### config.mk
export PLATFORM = sky130hd
export DESIGN_NAME = nfc_command_frame_builder
export DESIGN_NICKNAME = d
export VERILOG_FILES = /design/src/rtl/core/nfcfb_pkg.sv /design/src/rtl/core/nfcfb_front.sv /design/src/rtl/core/nfcfb_queue.sv /design/src/rtl/core/nfcfb_back.sv /design/src/rtl/core/nfc_command_frame_builder.sv
export SDC_FILE = /design/constraint.sdc
export NUM_CORES = 1
export LEC_CHECK = 0
export BUFFER_PORTS_ARGS = -buffer_cell sky130_fd_sc_hd__buf_4
export CAP_MARGIN = 5
export CORE_MARGIN = 8
export CORE_UTILIZATION = 61
export DETAILED_ROUTE_END_ITERATION = 12
export PLACE_DENSITY_LB_ADDON = 0.3
export SLEW_MARGIN = 0
export SYNTH_ARGS = -nofsm -noshare
export SYNTH_HDL_FRONTEND = slang
export SYNTH_SLANG_ARGS = --single-unit
### constraint.sdc
create_clock -name clock -period 3.25 [get_ports clock]
set_input_delay 0.325 -clock clock [delete_from_list [all_inputs] [get_ports clock]]
set_output_delay 0.325 -clock clock [all_outputs]
set_load 0.05 [all_outputs]
### src/rtl/core/nfcfb_pkg.sv
// Shared types and constants for the NFC command frame builder.
// Used by nfcfb_front, nfcfb_queue, nfcfb_back and the top level.
`timescale 1ns / 1ps

package nfcfb_pkg;

   // Request command codes
   localparam logic CmdStart = 1'b0;
   localparam logic CmdData  = 1'b1;

   // Fixed frame bytes
   localparam logic [7:0] DirReset     = 8'hD4;
   localparam logic [7:0] PreambleByte = 8'h00;
   localparam logic [7:0] StartLoByte  = 8'h00;
   localparam logic [7:0] StartHiByte  = 8'hFF;
   localparam logic [7:0] PostambleByte = 8'h00;
   localparam logic [7:0] LenOffset    = 8'd2;

   // Byte positions within a frame, as walked by the back end.
   // A data job starts at PosFirst so that it shares the tail of the header walk.
   localparam int StepWidth = 4;
   localparam logic [StepWidth-1:0] PosPreamble  = 4'd0;
   localparam logic [StepWidth-1:0] PosStartLo   = 4'd1;
   localparam logic [StepWidth-1:0] PosStartHi   = 4'd2;
   localparam logic [StepWidth-1:0] PosLen       = 4'd3;
   localparam logic [StepWidth-1:0] PosLcs       = 4'd4;
   localparam logic [StepWidth-1:0] PosDir       = 4'd5;
   localparam logic [StepWidth-1:0] PosFirst     = 4'd6;
   localparam logic [StepWidth-1:0] PosDcs       = 4'd7;
   localparam logic [StepWidth-1:0] PosPostamble = 4'd8;

   // Queue between front and back
   localparam int QueueDepth = 4;
   localparam int QueuePtrWidth = $clog2(QueueDepth);
   localparam int QueueCntWidth = $clog2(QueueDepth + 1);

   // One unit of work for the back end
   typedef struct packed {
      logic       is_header;   // header walk, else a single data byte
      logic       trailer;     // append DCS and postamble
      logic [7:0] first_byte;  // command code or payload byte
      logic [7:0] len_byte;
      logic [7:0] lcs_byte;
      logic [7:0] dir_byte;
      logic [7:0] dcs_byte;
   } job_type;

endpackage

### src/rtl/core/nfcfb_front.sv
// Front end: accepts requests, tracks frame state and builds jobs.
// Depends on nfcfb_pkg.
`timescale 1ns / 1ps

module nfcfb_front
   import nfcfb_pkg::*;
(
   input  logic       clock,
   input  logic       reset,
   input  logic       accept,
   input  logic       command,
   input  logic [7:0] frame_command,
   input  logic [7:0] payload_length,
   input  logic [7:0] data_byte,
   input  logic [7:0] direction,
   output logic       push,
   output job_type    job
);

   logic       in_frame_ff, in_frame_in;
   logic [7:0] bytes_left_ff, bytes_left_in;
   logic [7:0] running_sum_ff, running_sum_in;

   logic [7:0] len_field;
   logic [7:0] start_sum;
   logic [7:0] data_sum;
   logic [7:0] left_next;

   always_comb begin
      len_field = payload_length + LenOffset;
      start_sum = direction + frame_command;
      data_sum  = running_sum_ff + data_byte;
      left_next = bytes_left_ff - 8'd1;

      job            = '0;
      push           = 1'b0;
      in_frame_in    = in_frame_ff;
      bytes_left_in  = bytes_left_ff;
      running_sum_in = running_sum_ff;

      if (command == CmdStart) begin
         job.is_header  = 1'b1;
         job.trailer    = (payload_length == 8'd0);
         job.first_byte = frame_command;
         job.len_byte   = len_field;
         job.lcs_byte   = 8'd0 - len_field;
         job.dir_byte   = direction;
         job.dcs_byte   = 8'd0 - start_sum;
         push           = accept;
         if (accept) begin
            in_frame_in    = (payload_length != 8'd0);
            bytes_left_in  = payload_length;
            running_sum_in = start_sum;
         end
      end else begin
         job.is_header  = 1'b0;
         job.trailer    = (left_next == 8'd0);
         job.first_byte = data_byte;
         job.dcs_byte   = 8'd0 - data_sum;
         // drop data outside a frame
         push           = accept && in_frame_ff;
         if (accept && in_frame_ff) begin
            running_sum_in = data_sum;
            bytes_left_in  = left_next;
            in_frame_in    = (left_next != 8'd0);
         end
      end
   end

   always_ff @(posedge clock) begin
      if (reset) begin
         in_frame_ff    <= 1'b0;
         bytes_left_ff  <= 8'd0;
         running_sum_ff <= 8'd0;
      end else begin
         in_frame_ff    <= in_frame_in;
         bytes_left_ff  <= bytes_left_in;
         running_sum_ff <= running_sum_in;
      end
   end

endmodule

### src/rtl/core/nfcfb_queue.sv
// Short job queue between the front and back ends.
// Depends on nfcfb_pkg.
`timescale 1ns / 1ps

module nfcfb_queue
   import nfcfb_pkg::*;
(
   input  logic    clock,
   input  logic    reset,
   input  logic    push,
   input  job_type push_job,
   input  logic    pop,
   output logic    full,
   output logic    not_empty,
   output job_type head_job
);

   job_type                   slot_ff [QueueDepth];
   logic [QueuePtrWidth-1:0]  wr_ptr_ff, wr_ptr_in;
   logic [QueuePtrWidth-1:0]  rd_ptr_ff, rd_ptr_in;
   logic [QueueCntWidth-1:0]  count_ff, count_in;

   localparam logic [QueuePtrWidth-1:0] PtrLast = QueuePtrWidth'(QueueDepth - 1);
   localparam logic [QueueCntWidth-1:0] CntFull = QueueCntWidth'(QueueDepth);

   always_comb begin
      full      = (count_ff == CntFull);
      not_empty = (count_ff != '0);
      head_job  = slot_ff[rd_ptr_ff];

      wr_ptr_in = wr_ptr_ff;
      rd_ptr_in = rd_ptr_ff;
      count_in  = count_ff;
      if (push) begin
         wr_ptr_in = (wr_ptr_ff == PtrLast) ? '0 : wr_ptr_ff + 1'b1;
      end
      if (pop) begin
         rd_ptr_in = (rd_ptr_ff == PtrLast) ? '0 : rd_ptr_ff + 1'b1;
      end
      if (push && !pop) begin
         count_in = count_ff + 1'b1;
      end else if (pop && !push) begin
         count_in = count_ff - 1'b1;
      end
   end

   always_ff @(posedge clock) begin
      if (reset) begin
         wr_ptr_ff <= '0;
         rd_ptr_ff <= '0;
         count_ff  <= '0;
      end else begin
         wr_ptr_ff <= wr_ptr_in;
         rd_ptr_ff <= rd_ptr_in;
         count_ff  <= count_in;
      end
   end

   always_ff @(posedge clock) begin
      if (push) begin
         slot_ff[wr_ptr_ff] <= push_job;
      end
   end

endmodule

### src/rtl/core/nfcfb_back.sv
// Back end: walks each job byte by byte into the response register.
// Depends on nfcfb_pkg.
`timescale 1ns / 1ps

module nfcfb_back
   import nfcfb_pkg::*;
(
   input  logic       clock,
   input  logic       reset,
   input  logic       job_valid,
   input  job_type    job,
   output logic       pop,
   input  logic       rsp_stall,
   output logic       rsp_valid,
   output logic [7:0] rsp_out_byte,
   output logic       rsp_frame_end,
   output logic       rsp_run_last
);

   logic [StepWidth-1:0] step_ff, step_in;
   logic                 valid_ff, valid_in;
   logic [7:0]           byte_ff, byte_in;
   logic                 end_ff, end_in;
   logic                 last_ff, last_in;

   logic                 fire;
   logic [StepWidth-1:0] pos;
   logic [StepWidth-1:0] last_pos;

   always_comb begin
      fire     = job_valid && (!valid_ff || !rsp_stall);
      pos      = job.is_header ? step_ff : step_ff + PosFirst;
      last_pos = job.trailer ? PosPostamble : PosFirst;

      case (pos)
         PosPreamble:  byte_in = PreambleByte;
         PosStartLo:   byte_in = StartLoByte;
         PosStartHi:   byte_in = StartHiByte;
         PosLen:       byte_in = job.len_byte;
         PosLcs:       byte_in = job.lcs_byte;
         PosDir:       byte_in = job.dir_byte;
         PosFirst:     byte_in = job.first_byte;
         PosDcs:       byte_in = job.dcs_byte;
         PosPostamble: byte_in = PostambleByte;
         default:      byte_in = PostambleByte;
      endcase

      end_in  = (pos == PosPostamble);
      last_in = (pos == last_pos);
      pop     = fire && last_in;

      // advance through the job; restart at the head of the next one
      step_in = step_ff;
      if (fire) begin
         step_in = last_in ? '0 : step_ff + 1'b1;
      end

      // hold the response while it is stalled
      valid_in = valid_ff;
      if (fire) begin
         valid_in = 1'b1;
      end else if (!rsp_stall) begin
         valid_in = 1'b0;
      end
   end

   always_ff @(posedge clock) begin
      if (reset) begin
         step_ff  <= '0;
         valid_ff <= 1'b0;
      end else begin
         step_ff  <= step_in;
         valid_ff <= valid_in;
      end
   end

   always_ff @(posedge clock) begin
      if (fire) begin
         byte_ff <= byte_in;
         end_ff  <= end_in;
         last_ff <= last_in;
      end
   end

   assign rsp_valid     = valid_ff;
   assign rsp_out_byte  = byte_ff;
   assign rsp_frame_end = end_ff;
   assign rsp_run_last  = last_ff;

endmodule

### src/rtl/core/nfc_command_frame_builder.sv
// Top level of the NFC command frame builder: front end, job queue, back end.
// Depends on nfcfb_pkg, nfcfb_front, nfcfb_queue and nfcfb_back.
`timescale 1ns / 1ps

//  channel  | direction | handshake           | payload
//  ---------+-----------+---------------------+--------------------------------------
//  req_     | in        | req_valid/req_stall | command, frame_command,
//           |           |                     | payload_length, data_byte
//  rsp_     | out       | rsp_valid/rsp_stall | out_byte, frame_end, run_last
//  csr_     | in        | csr_write_enable    | csr_write_data (direction code)
//
//  A request is taken whenever the four-entry job queue has room; the back end then
//  sends one byte per cycle while rsp_stall is low: one for a data request, three
//  when it closes the frame, seven for a start request (nine with an empty payload).
//  The sustained rate is set by the back end's single byte-wide response register.
//  Reset (synchronous, active high) empties the queue, clears the frame state and
//  loads the direction code with D4. A stalled response holds; requests pile up in
//  the queue and req_stall rises only once it is full.

module nfc_command_frame_builder
   import nfcfb_pkg::*;
(
   input  logic       clock,
   input  logic       reset,
   // request channel
   input  logic       req_valid,
   output logic       req_stall,
   input  logic       req_command,
   input  logic [7:0] req_frame_command,
   input  logic [7:0] req_payload_length,
   input  logic [7:0] req_data_byte,
   // response channel
   output logic       rsp_valid,
   input  logic       rsp_stall,
   output logic [7:0] rsp_out_byte,
   output logic       rsp_frame_end,
   output logic       rsp_run_last,
   // configuration
   input  logic       csr_write_enable,
   input  logic [7:0] csr_write_data
);

   logic [7:0] direction_ff;
   logic       accept;
   logic       push;
   logic       pop;
   logic       queue_full;
   logic       queue_not_empty;
   job_type    new_job;
   job_type    head_job;

   // Direction byte: taken into each job at its start request
   always_ff @(posedge clock) begin
      if (reset) begin
         direction_ff <= DirReset;
      end else if (csr_write_enable) begin
         direction_ff <= csr_write_data;
      end
   end

   // Stall only on a full queue; a data request outside a frame is still
   // accepted and simply dropped by the front end.
   assign req_stall = queue_full;
   assign accept    = req_valid && !queue_full;

   nfcfb_front u_front (
      .clock          (clock),
      .reset          (reset),
      .accept         (accept),
      .command        (req_command),
      .frame_command  (req_frame_command),
      .payload_length (req_payload_length),
      .data_byte      (req_data_byte),
      .direction      (direction_ff),
      .push           (push),
      .job            (new_job)
   );

   nfcfb_queue u_queue (
      .clock     (clock),
      .reset     (reset),
      .push      (push),
      .push_job  (new_job),
      .pop       (pop),
      .full      (queue_full),
      .not_empty (queue_not_empty),
      .head_job  (head_job)
   );

   nfcfb_back u_back (
      .clock         (clock),
      .reset         (reset),
      .job_valid     (queue_not_empty),
      .job           (head_job),
      .pop           (pop),
      .rsp_stall     (rsp_stall),
      .rsp_valid     (rsp_valid),
      .rsp_out_byte  (rsp_out_byte),
      .rsp_frame_end (rsp_frame_end),
      .rsp_run_last  (rsp_run_last)
   );

endmodule

After elaboration in Yosys (flattened, before gate mapping)
Memories as Yosys holds them, arrays and structs flattened. A register that Yosys moved wholly into a read port is not among the register bits.
Index checks and enable logic that the tools add are counted.
{ "word_totals": {"ramBits": 168, "ff_bits": 47, "in_bits": 38, "n_memories": 1} }
{ "classes": {"eq_ne": 13, "addsub": 13, "reduce_logical": 20, "mux": 27} }
{ "memory_table": {"columns": ["name", "words", "width", "read_ports", "rd_ports_with_merged_regs", "write_ports", "line_no", "rtl"], "rows": [
  ["u_queue.slot_ff", 4, 42, 1, 1, 1, "nfcfb_queue.sv:18", "job_type slot_ff [QueueDepth];"]
]} }
{ "ops": {"columns": ["cell", "count"], "rows": [
  ["2-to-1 mux 8 bit", 7],
  ["case mux 8 bit (6 select lines)", 1],
  ["2-to-1 mux 24 bit", 1],
  ["subtractor 1 x 8 -> 8 bit (first input constant)", 3],
  ["adder 8 bit", 2],
  ["== test 4 x 3 -> 1 bit (second input constant)", 4],
  ["zero test 8 bit", 2],
  ["nonzero test 8 bit", 2],
  ["2-to-1 mux 4 bit", 3],
  ["2-to-1 mux 10 bit", 1],
  ["adder 8 x 2 -> 8 bit (second input constant)", 1],
  ["== test 4 x 2 -> 1 bit (second input constant)", 2],
  ["2-to-1 mux 1 bit", 8],
  ["2-to-1 mux 2 bit", 4],
  ["subtractor 8 x 1 -> 8 bit (second input constant)", 1],
  ["logical AND 1 bit", 6],
  ["2-to-1 mux 3 bit", 2],
  ["zero test 1 bit", 5],
  ["adder 2 x 1 -> 2 bit (second input constant)", 2],
  ["adder 4 x 1 -> 4 bit (second input constant)", 1],
  ["adder 4 x 3 -> 4 bit (second input constant)", 1],
  ["== test 2 bit (second input constant)", 2],
  ["== test 4 bit", 1],
  ["== test 4 bit (second input constant)", 1],
  ["other kinds (8)", 10]
]} }

Longest topological paths before layout
Gate-level depths: netlist (run 1).
{ "logic_depth": {"word_depth": 9, "ltp_mapped": 13, "ltp_nobuf": 13} }

Modules after synthesis
A second synthesis (run 1) with hierarchy kept.
{ "hier_totals": {"hier_cells": 682, "area_unflattened_um2": 10178.5} }
{ "modules_own_cells": {"columns": ["module", "area_each_um2", "instances", "cells_per_inst", "seq_area_each_um2"], "rows": [
  ["nfcfb_queue", 6555.0, 1, 264, 5225.0],
  ["nfcfb_front", 2144.6, 1, 280, 340.3],
  ["nfcfb_back", 1176.1, 1, 111, 400.4],
  ["nfc_command_frame_builder", 302.8, 1, 27, 160.2]
]} }

Worst setup path before layout (run 1)
Ideal clock, no wire load.
{ "synth_timing": {"path_kind": "register -> register", "start": "register u_queue.count_ff[0]", "end": "memory u_queue.slot_ff[0][0] (netlist bit) (enable)", "t_arrival_ns": 2.978, "path_stages_with_launch": 7, "slack_ns": -0.174, "cell_sequence": "dfxtp_1 -> nor3b_1 -> nor2b_1 -> o21ai_1 -> inv_2 -> clkbuf_1 -> and2_1"} }
{ "synth_via": {"elab_chain_len": 7} }
{ "synth_lines": {"columns": ["item", "line_no", "rtl"], "rows": [
  ["start: declaration", "nfcfb_queue.sv:21", "logic [QueueCntWidth-1:0] count_ff, count_in;"],
  ["start signal: assignment", "nfcfb_queue.sv:55", "count_ff <= count_in;"],
  ["== test 3 bit *", "nfcfb_queue.sv:27", "full = (count_ff == CntFull);"],
  ["net req_stall", "nfc_command_frame_builder.sv:27", "output logic req_stall,"],
  ["zero test 1 bit *", "nfc_command_frame_builder.sv:64", "assign accept = req_valid && !queue_full;"],
  ["logical AND 1 bit *", "nfc_command_frame_builder.sv:64", null],
  ["logical AND 1 bit", "nfcfb_front.sv:61", "push = accept && in_frame_ff;"],
  ["2-to-1 mux 1 bit *", "nfcfb_front.sv:41", "if (command == CmdStart) begin"],
  ["net push", "nfc_command_frame_builder.sv:45", "logic push;"],
  ["2-to-1 mux 1 bit *", "nfcfb_queue.sv:60", "if (push) begin"],
  ["2-to-1 mux 1 bit (implied by the code) *", "nfcfb_queue.sv:61", "slot_ff[wr_ptr_ff] <= push_job;"],
  ["end: declaration", "nfcfb_queue.sv:18", null]
]} }
Mark *: on every way through the listed nets, which the timed path passes. The rest lies on a longest branch.

==> results of run 1 <==
timing repair:
action | CTS | global route
setup endpoints to repair | 0 | 1
setup buffers | 0 | 0
resized for setup | 0 | 1
state kept, by name, indices dropped and copies added (netlist names), named ones only:
register,cells
u_queue.slot_ff,164
direction_ff,8
u_back.rsp_out_byte,8
u_front.bytes_left_ff,8
u_front.running_sum_ff,8
u_back.step_ff,4
u_queue.count_ff,3
u_queue.rd_ptr_ff,2
u_queue.wr_ptr_ff,2
u_back.rsp_frame_end,1
u_back.rsp_run_last,1
u_back.rsp_valid,1
u_front.in_frame_ff,1
Yosys cell counts (all sizes together), types with 4 or more instances:
cell type,number
edfxtp,174
nor2,53
nand2,46
mux4,41
dfxtp,39
a21oi,35
ha,29
o21ai,28
nand3,25
mux2i,22
clkbuf,21
inv,17
buf,15
xnor2,15
nor2b,14
xor2,14
nor3,12
a211oi,11
or3,10
mux2,9
and2,6
nand2b,5
o211ai,5
a21o,4
and3,4
nand4,4
o22ai,4
o32ai,4
area by class of cell:
cell class	count	area, µm²	area share
flip-flops and latches	213	6010	0.525
clock buffers	29	618	0.0540
well taps	220	275	0.0241
multi-input cells	451	3810	0.333
clock inverters	12	114	0.00995
repair buffers	69	556	0.0485
inverters	17	63.8	0.00558
routing by layer:
layer / share of wire / track usage / vias to the layer above
met5: 0 / 0 / -
met4: 0.034 / 0.0800 / 0
met3: 0.070 / 0.0452 / 64
met2: 0.49 / 0.367 / 294
met1: 0.40 / 0.292 / 3136
li1: - / - / 2874
logic make-up after synthesis:
| group | count (synthesis) | synth area share |
|---|---|---|
| flops | 213 | 0.599 |
| xor+xnor | 29 | 0.0291 |
| mux | 72 | 0.124 |
| fa+ha+maj | 32 | 0.0422 |
| simple gates | 199 | 0.105 |
| buf+inv | 53 | 0.0232 |
| compound gates | 119 | 0.0780 |
worst min-delay path, stage by stage:
cell	delay, ps
buf_4	80
mux2i_1	50
nand2_1	60
per-stage QoR:
stage	instance area (µm²)	setup slack, ps	instances	total power [µW]
2_1_floorplan	10000	279	717	5510
3_3_place_gp	10700	293	970	6130
3_5_place_dp	10700	91.5	970	6220
4_1_cts	11400	91.7	1011	8730
5_1_grt	11400	22.4	1011	9080
6_report	11400	248	1011	8720
final timing paths:
kind                                  from  depth (start not counted)                       end  slack [ps]
hold / removal           csr_write_data[6]                          3           direction_ff[6]          40
setup / recovery                  register                         11       u_queue.count_ff[2]         250
setup reg to reg                  register                         11       u_queue.count_ff[2]         250
hold reg to reg   u_front.bytes_left_ff[6]                          2  u_front.bytes_left_ff[6]         480
power by group through the flow:
stage | logic (µW) | registers (µW) | clock network (µW)
after floorplan | 1760 | 3750 | 0
after global placement | 2600 | 3530 | 0
after detailed placement | 2660 | 3560 | 0
after CTS | 2680 | 3500 | 2550
after global routing | 2900 | 3530 | 2650
final | 2690 | 3500 | 2530
==> impl_metrics.py, run 1 <==
metrics = {
    "status": {
        "run_status": "completed",
    },
    "yosys": {
        "synth_sequential_area_ratio": 0.599,
        "yosys_warnings": 0,
        "synthCells": 717,
        "synth_top_area_share": 0.521,
        "ys_seq_elements": 213,
        "postSynthNetCount": 787,
        "leading_cell_types_by_total_area_after_synthesis": "edfxtp_1 52%, mux4_2 9.2%, dfxtp_1 7.8%, ha_1 3.6%, mux2i_1 2.2%",
        "syn-cell-area_mm2": 0.0100,
        "synth_area_leader_cell": "edfxtp_1",
        "synth_top_flop_cell": "edfxtp_1",
        "synth_async_sr_flop_share": 0,
        "post_synth_num_cell_types": 73,
        "synth_edf_count": 174,
        "syn_area_per_cell_um2": 14.0,
    },
    "final_layout": {
        "antenna_diodes": 0,
        "layout_utilization": 0.700,
        "fill_cells": 1110,
        "area_growth_pct": 14.1,
        "final_net_count": 845,
        "most_frequent_cells_in_the_layout": "174 x edfxtp_1, 66 x buf_4, 51 x nor2_1",
        "layout-drive-gt1-share": 0.223,
        "layout.cells.most_common": "edfxtp_1",
    },
    "sta": {
        "worst_slew_margin_rel": 0.528,
        "timing_limited_maximum_frequency_mhz": 333,
        "shortest_clock_period_the_worst_path_allows_after_layout_ps": 3000,
        "worst_hold_slack_ps": 40.7,
        "fin_tns_setup_ps": 0,
        "finalClockSkew_ps": 16.0,
        "hold_viol_final": 0,
        "layout_worst_path_cycle_share": 0.924,
        "rsz_0062_raised_after_global_routing": "false",
        "setup_viol": 0,
        "final_max_slew_viol_count": 0,
        "worst_pin_slew_ps": 707,
    },
    "die": {
        "core.rowCount": 47,
        "initial_standard_cell_utilization_of_the_core": 0.614,
        "chip_height_um": 144,
        "fp.dieArea_mm2": 0.0208,
        "core_region_area_mm2": 0.0163,
        "dieWidth_um": 144,
        "total_i_o_pin_count": 50,
    },
    "drt": {
        "wire_per_inst_um": 22.1,
        "drt-total-wl_um": 22400,
        "drtPass1Iterations": 5,
        "drtAntennaViolNets": 0,
        "routed-via-count": 6368,
        "initialDrtViolationCount": 620,
        "detail_route.drc_violations": 0,
        "detail_route.vias_per_cell": 6.30,
    },
    "hold_path": {
        "holdCritPathClass": "primary input to register",
    },
    "worst_setup_path": {
        "crit_chain": "mux4_2, and4_4, nor3_2, nor4_4, inv_1, ha_1, inv_1, fa_1, xor2_1, or3_1, a21oi_1",
        "critPathBufInv": 2,
        "timing.critical_path.from_type": "register",
        "end_kind": "register",
        "data_required_time_at_the_worst_endpoint_ps": 3680,
        "crit_path_max_cell_delay_ps": 600,
        "library_cell_contributing_the_largest_single_delay_on_the_critical_path": "mux4_2",
        "worstPathMaxFanout": 6,
        "critical_path_class": "register to register",
        "crit_top_cell": "inv_1",
        "critical-path-top-delay-family": "simple AND/OR/NAND/NOR gates",
        "worstPathArrival_ps": 3430,
    },
    "clock_network": {
        "holdBufCountCts": 0,
        "numCtsBuffers": 23,
        "ctsLongestPathBuffers": 3,
        "worstSkewPairLatency_ps": 510,
        "clkSlewWorstSetupHoldPaths_ps": 60,
        "tritoncts_clock_tree": "done",
        "clock-sinks": 213,
        "clock_tree.htree_level_count": 1,
        "clock-root-buffer": "clkbuf_16",
    },
    "power_and_ir_drop": {
        "power.ir.vdd_worst_uv": 511,
        "power_frac_comb": 0.308,
        "seqPwrFrac": 0.402,
        "power.net_switching_uw": 2790,
        "switching_share": 0.320,
        "internal_power_uw": 5930,
        "power_leakage_uw": 0.00403,
        "clkPwrFrac": 0.290,
        "power_per_cell_area_mw_per_mm2": 762,
    },
    "placed_design": {
        "gpl.final_weighted_congestion": 0.874,
        "io_buffers": 49,
        "dp_hpwl_um": 15200,
    },
    "global_routing": {
        "grt_pass1_vias": 6435,
        "grt_max_degree": 42,
        "globalRouteTotalUtil": 0.224,
        "grt_pass1_wl_um": 35300,
        "grt_antenna_before_repair": 0,
        "total_global_routing_overflow": 0,
    },
    "job": {
        "max_cap_violations": 0,
    },
}
Note: power is estimated with default switching activity, not from simulation.
==> run 2, diff against run 1 <==
--- a/config.mk
+++ b/config.mk
@@ -8,7 +8,7 @@
 export BUFFER_PORTS_ARGS = -buffer_cell sky130_fd_sc_hd__buf_4
 export CAP_MARGIN = 5
 export CORE_MARGIN = 8
-export CORE_UTILIZATION = 61
+export CORE_UTILIZATION = 35
 export DETAILED_ROUTE_END_ITERATION = 12
 export PLACE_DENSITY_LB_ADDON = 0.3
 export SLEW_MARGIN = 0
==> run 2 against run 1 <==
  * Utilization decreased by 29 points
  * Global-route usage decreased by 8.5 points
  * Largest cell class unchanged
  * Clock skew decreased by 0.70 ps
  * Largest power group unchanged
  * Sequential power about the same
==> impl_metrics.py, run 2 (synthesis results as in run 1) <==
metrics = {
    "status": {
        "run_status": "completed",
    },
    "die": {
        "initial_standard_cell_utilization_of_the_core": 0.352,
        "dieWidth_um": 185,
        "chip_height_um": 185,
        "core_region_area_mm2": 0.0285,
        "core.rowCount": 62,
        "fp.dieArea_mm2": 0.0343,
        "total_i_o_pin_count": 50,
    },
    "hold_path": {
        "holdCritPathClass": "primary input to register",
        "worstHoldStart": "csr_write_data[6]",
    },
    "clock_network": {
        "tritoncts_clock_tree": "done",
        "worstSkewPairLatency_ps": 520,
        "clkSlewWorstSetupHoldPaths_ps": 70,
        "clock-sinks": 213,
        "clock-root-buffer": "clkbuf_16",
        "holdBufCountCts": 0,
        "ctsLongestPathBuffers": 3,
        "clock_tree.htree_level_count": 1,
        "post-cts-setup-buffers": 0,
        "numCtsBuffers": 24,
    },
    "sta": {
        "shortest_clock_period_the_worst_path_allows_after_layout_ps": 2990,
        "hold_viol_final": 0,
        "setup_viol": 0,
        "worst_pin_slew_ps": 827,
        "timing_limited_maximum_frequency_mhz": 334,
        "final_max_slew_viol_count": 0,
        "rsz_0062_raised_after_global_routing": "false",
        "finalClockSkew_ps": 15.3,
        "layout_worst_path_cycle_share": 0.921,
        "fin_tns_setup_ps": 0,
        "worst_slew_margin_rel": 0.449,
    },
    "global_routing": {
        "total_global_routing_overflow": 0,
        "globalRouteTotalUtil": 0.139,
        "grt_max_degree": 42,
        "grt_pass1_wl_um": 36600,
        "grt_pass1_vias": 6164,
        "grt_antenna_before_repair": 0,
    },
    "drt": {
        "drtAntennaViolNets": 0,
        "drtPass1Iterations": 4,
        "detail_route.vias_per_cell": 5.16,
        "routed-via-count": 6070,
        "initialDrtViolationCount": 376,
        "detail_route.drc_violations": 0,
        "wire_per_inst_um": 20.0,
        "drt-total-wl_um": 23500,
    },
    "worst_setup_path": {
        "rrSetupSlack_ps": 260,
        "critical_path_class": "register to register",
        "data_required_time_at_the_worst_endpoint_ps": 3690,
        "worstPathMaxFanout": 15,
        "worstPathArrival_ps": 3430,
        "end_kind": "register",
        "timing.critical_path.from_type": "register",
    },
    "placed_design": {
        "placed_area_mm2": 0.0109,
        "gpl.final_weighted_congestion": 0.814,
        "dp_hpwl_um": 15700,
        "io_buffers": 49,
    },
    "final_layout": {
        "fill_cells": 2622,
        "most_frequent_cells_in_the_layout": "174 x edfxtp_1, 64 x buf_4, 51 x nor2_1",
        "final_net_count": 845,
        "final_std_cell_area_no_fill_mm2": 0.0118,
        "layout-drive-gt1-share": 0.226,
        "largest_reg_flops": 164,
        "largest_register": "u_queue.slot_ff",
        "area_taken_by_multi_input_logic_gates_mm2": 0.00381,
        "regArea_mm2": 0.00601,
        "layout_utilization": 0.413,
        "area_growth_pct": 17.2,
        "antenna_diodes": 0,
        "layout.cells.most_common": "edfxtp_1",
    },
    "job": {
        "max_cap_violations": 0,
    },
    "power_and_ir_drop": {
        "power_leakage_uw": 0.00406,
        "power.ir.vdd_worst_uv": 442,
        "power_per_cell_area_mw_per_mm2": 770,
        "total_power_uw": 9050,
    },
}
==> run 2: cell count changes in the layout (fill, tap and decap cells not counted), sizes merged <==
cell      before  now
clkinv        10    6
bufinv         2    4
clkbuf        29   31
clkinvlp       0    2
buf           69   68
==> run 2: worst max-delay path, stage by stage, from the launching register on <==
cell and delay (ps):
dfxtp_2 360, mux4_2 580, buf_4 250, nor3_2 180, a311oi_2 160, nor4_4 330
inv_1 90, ha_1 210, inv_1 70, fa_1 180, xor2_1 70, or3_1 300
a21oi_1 140
==> run 2: layer usage <==
| layer | part of all wire | vias to the layer above | wire, µm | global-route usage |
|---|---|---|---|---|
| met5 | 0 | - | 0 | 0 |
| met4 | 0.028 | 0 | 652 | 0.0442 |
| met3 | 0.037 | 40 | 871 | 0.0192 |
| met2 | 0.47 | 141 | 11000 | 0.227 |
| met1 | 0.47 | 3006 | 11000 | 0.189 |
| li1 | - | 2883 | - | - |
==> run 2: what timing repair did <==
action	CTS	global route
gates resized for setup	0	1
endpoints found under the hold margin	0	0
setup endpoints to repair	0	1
==> run 2: worst paths after layout <==
| check | endpoint | depth (start not counted) |
|---|---|---|
| worst max register to register | u_queue.count_ff[2] | 12 |
| worst max-delay path | u_queue.count_ff[2] | 12 |
| worst min register to register | u_back.rsp_valid | 2 |
| worst min-delay path | direction_ff[6] | 3 |
==> run 2: cell type report <==
class | instances | area share
Timing Repair Buffer | 68 | 0.0477
Clock buffer | 31 | 0.0568
Sequential cell | 213 | 0.511
Inverter | 17 | 0.00543
Multi-Input combinational cell | 451 | 0.324
Clock inverter | 12 | 0.0139
Tap cell | 384 | 0.0409
==> run 2: power by group <==
group	total, µW	switching [µW]	internal [µW]
clock network	2840	1070	1760
logic	2740	1660	1070
registers	3470	126	3350
total	9050	2860	6180
==> run 2: stage by stage <==
stage | instances | hold WS (ps) | worst slack, ps
finish | 1176 | 20.7 | 258
global route | 1176 | 32.2 | 66.9
CTS | 1176 | 4.33 | 140
detailed placement | 1133 | 471 | 147
global placement | 1133 | 454 | 202
floorplan | 717 | 448 | 279
==> run 3, diff against run 2 <==
==> constraint.sdc (replaced) <==
create_clock -name clock -period 2.7 [get_ports clock]
set_input_delay 0.27 -clock clock [delete_from_list [all_inputs] [get_ports clock]]
set_output_delay 0.27 -clock clock [all_outputs]
set_load 0.05 [all_outputs]
==> run 3 against run 2 <==
  * The run now ends with setup timing left
  * Utilization is 1.2 points higher
  * Via count grew 2.8%
  * Final cell count grew 3.1%
  * Global-route usage increased by 0.20 points
  * Combinational power is 28% higher
  * Clock skew shrank 2.9 ps
  * Register-to-register slack worse by 290 ps
  * Total power increased by 22%
  * Sequential share of layout area decreased by 1.4 points
  * Sequential power up 21%
  * Hold slack got worse by 0.66 ps
  * Clock power up 17%
  * Critical path type unchanged
  * Critical endpoint unchanged
  * Largest power group unchanged
==> impl_metrics.py, run 3 (synthesis results as in run 1) <==
metrics = {
    "hold_path": {
        "holdCritPathClass": "primary input to register",
    },
    "final_layout": {
        "most_frequent_cells_in_the_layout": "174 x edfxtp_1, 95 x buf_4, 51 x nor2_1",
        "fill_cells": 2634,
        "layout-drive-gt1-share": 0.264,
        "regArea_mm2": 0.00601,
        "layout_utilization": 0.425,
        "antenna_diodes": 0,
        "largest_reg_flops": 164,
        "area_taken_by_multi_input_logic_gates_mm2": 0.00388,
        "largest_register": "u_queue.slot_ff",
        "layout.cells.most_common": "edfxtp_1",
        "area_growth_pct": 20.5,
        "final_net_count": 881,
    },
    "power_and_ir_drop": {
        "power_per_cell_area_mw_per_mm2": 912,
        "power_leakage_uw": 0.00426,
        "power.ir.vdd_worst_uv": 445,
    },
    "drt": {
        "detail_route.vias_per_cell": 5.15,
        "drt-total-wl_um": 24000,
        "detail_route.drc_violations": 0,
        "wire_per_inst_um": 19.8,
        "drtPass1Iterations": 4,
        "initialDrtViolationCount": 362,
        "routed-via-count": 6238,
        "drtAntennaViolNets": 0,
    },
    "clock_network": {
        "clkSlewWorstSetupHoldPaths_ps": 60,
        "clock_tree.htree_level_count": 1,
        "tritoncts_clock_tree": "done",
        "clock-sinks": 213,
        "clock-root-buffer": "clkbuf_16",
        "ctsLongestPathBuffers": 3,
        "worstSkewPairLatency_ps": 510,
        "numCtsBuffers": 23,
    },
    "die": {
        "dieWidth_um": 185,
        "core.rowCount": 62,
        "core_region_area_mm2": 0.0285,
        "fp.dieArea_mm2": 0.0343,
        "chip_height_um": 185,
        "total_i_o_pin_count": 50,
        "initial_standard_cell_utilization_of_the_core": 0.352,
    },
    "sta": {
        "worst_hold_slack_ps": 20.0,
        "timing_limited_maximum_frequency_mhz": 366,
        "setup_viol": 1,
        "final_max_slew_viol_count": 0,
        "rsz_0062_raised_after_global_routing": "true",
        "layout_worst_path_cycle_share": 1.01,
        "worst_pin_slew_ps": 754,
        "shortest_clock_period_the_worst_path_allows_after_layout_ps": 2730,
        "final_critical_path_setup_slack_ps": -31.5,
        "hold_viol_final": 0,
        "finalClockSkew_ps": 12.4,
        "worst_slew_margin_rel": 0.497,
        "fin_tns_setup_ps": -31.5,
    },
    "status": {
        "run_status": "complete, but fails checks",
        "failed_checks": "setup timing",
    },
    "global_routing": {
        "globalRouteTotalUtil": 0.141,
        "grt_max_degree": 42,
        "grt_antenna_before_repair": 0,
        "grt_pass1_wl_um": 37500,
        "grt_pass1_vias": 6477,
        "total_global_routing_overflow": 0,
    },
    "placed_design": {
        "dp_slack_ps": -100,
        "io_buffers": 49,
        "gpl.final_weighted_congestion": 0.844,
        "dp_hpwl_um": 16600,
    },
    "worst_setup_path": {
        "worstPathArrival_ps": 3170,
        "timing.critical_path.from_type": "register",
        "worstPathMaxFanout": 4,
        "critical_path_class": "register to register",
        "data_required_time_at_the_worst_endpoint_ps": 3130,
        "end_kind": "register",
    },
    "job": {
        "max_cap_violations": 0,
    },
}
run 3: cell types whose count changed in the layout (fill, tap and decap cells not counted), sizes merged:
cell         delta
buf            +31
clkinvlp        -2
inv             +2
dlygate4sd3     +6
clkinv          -1
run 3: power by group:
part | switching (µW) | total, µW | internal (µW)
Sequential | 167 | 4190 | 4030
Combinational | 2040 | 3500 | 1470
Clock | 1280 | 3330 | 2060
run 3: path summary, 6_finish.rpt:
kind                                   end  cells past startpoint                     start  slack [ps]
hold reg to reg   u_front.bytes_left_ff[6]                      2  u_front.bytes_left_ff[6]         480
hold / removal             direction_ff[0]                      3         csr_write_data[0]          20
setup reg to reg       u_queue.count_ff[2]                     12                  register         -30
setup / recovery       u_queue.count_ff[2]                     12                  register         -30
run 3: area by class of cell:
type                            count  share of cell area
Sequential cell                   213               0.497
Clock inverter                     11              0.0144
Clock buffer                       31              0.0527
Multi-Input combinational cell    451               0.321
Inverter                           17             0.00528
Tap cell                          384              0.0397
Timing Repair Buffer              105              0.0699
run 3: metal layers:
metal,vias up,global-route usage,share of wire
met1,3120,0.190,0.46
met3,34,0.0269,0.045
met4,0,0.0375,0.022
met5,-,0,0
li1,2948,-,-
met2,136,0.229,0.47
run 3: through the flow:
| step | area, µm² | cells | power, µW |
|---|---|---|---|
| 3_5_place_dp | 11100 | 1161 | 7720 |
| 5_1_grt | 12100 | 1212 | 11600 |
| 4_1_cts | 12000 | 1209 | 11100 |
| 2_1_floorplan | 10100 | 717 | 6660 |
| 3_3_place_gp | 11100 | 1161 | 7680 |
| 6_report | 12100 | 1212 | 11000 |
run 3: worst max-delay path, cell delays in order (launching register included):
cell and delay (ps):
dfxtp_2 360, mux4_2 570, buf_4 190, o41ai_4 260
nor3_4 70, nor4_4 220, inv_1 70, ha_2 180
inv_2 60, fa_2 190, xor2_1 70, or3_1 300
a21oi_1 130
run 3: what timing repair did:
| action | 4_1_cts | 5_1_grt |
|---|---|---|
| pin swaps | 1 | 1 |
| setup endpoints to repair | 2 | 10 |
| buffers inserted | 0 | 3 |
| hold buffers | 6 | 0 |
| hold endpoints to repair | 6 | 0 |
| gates resized for setup | 1 | 8 |
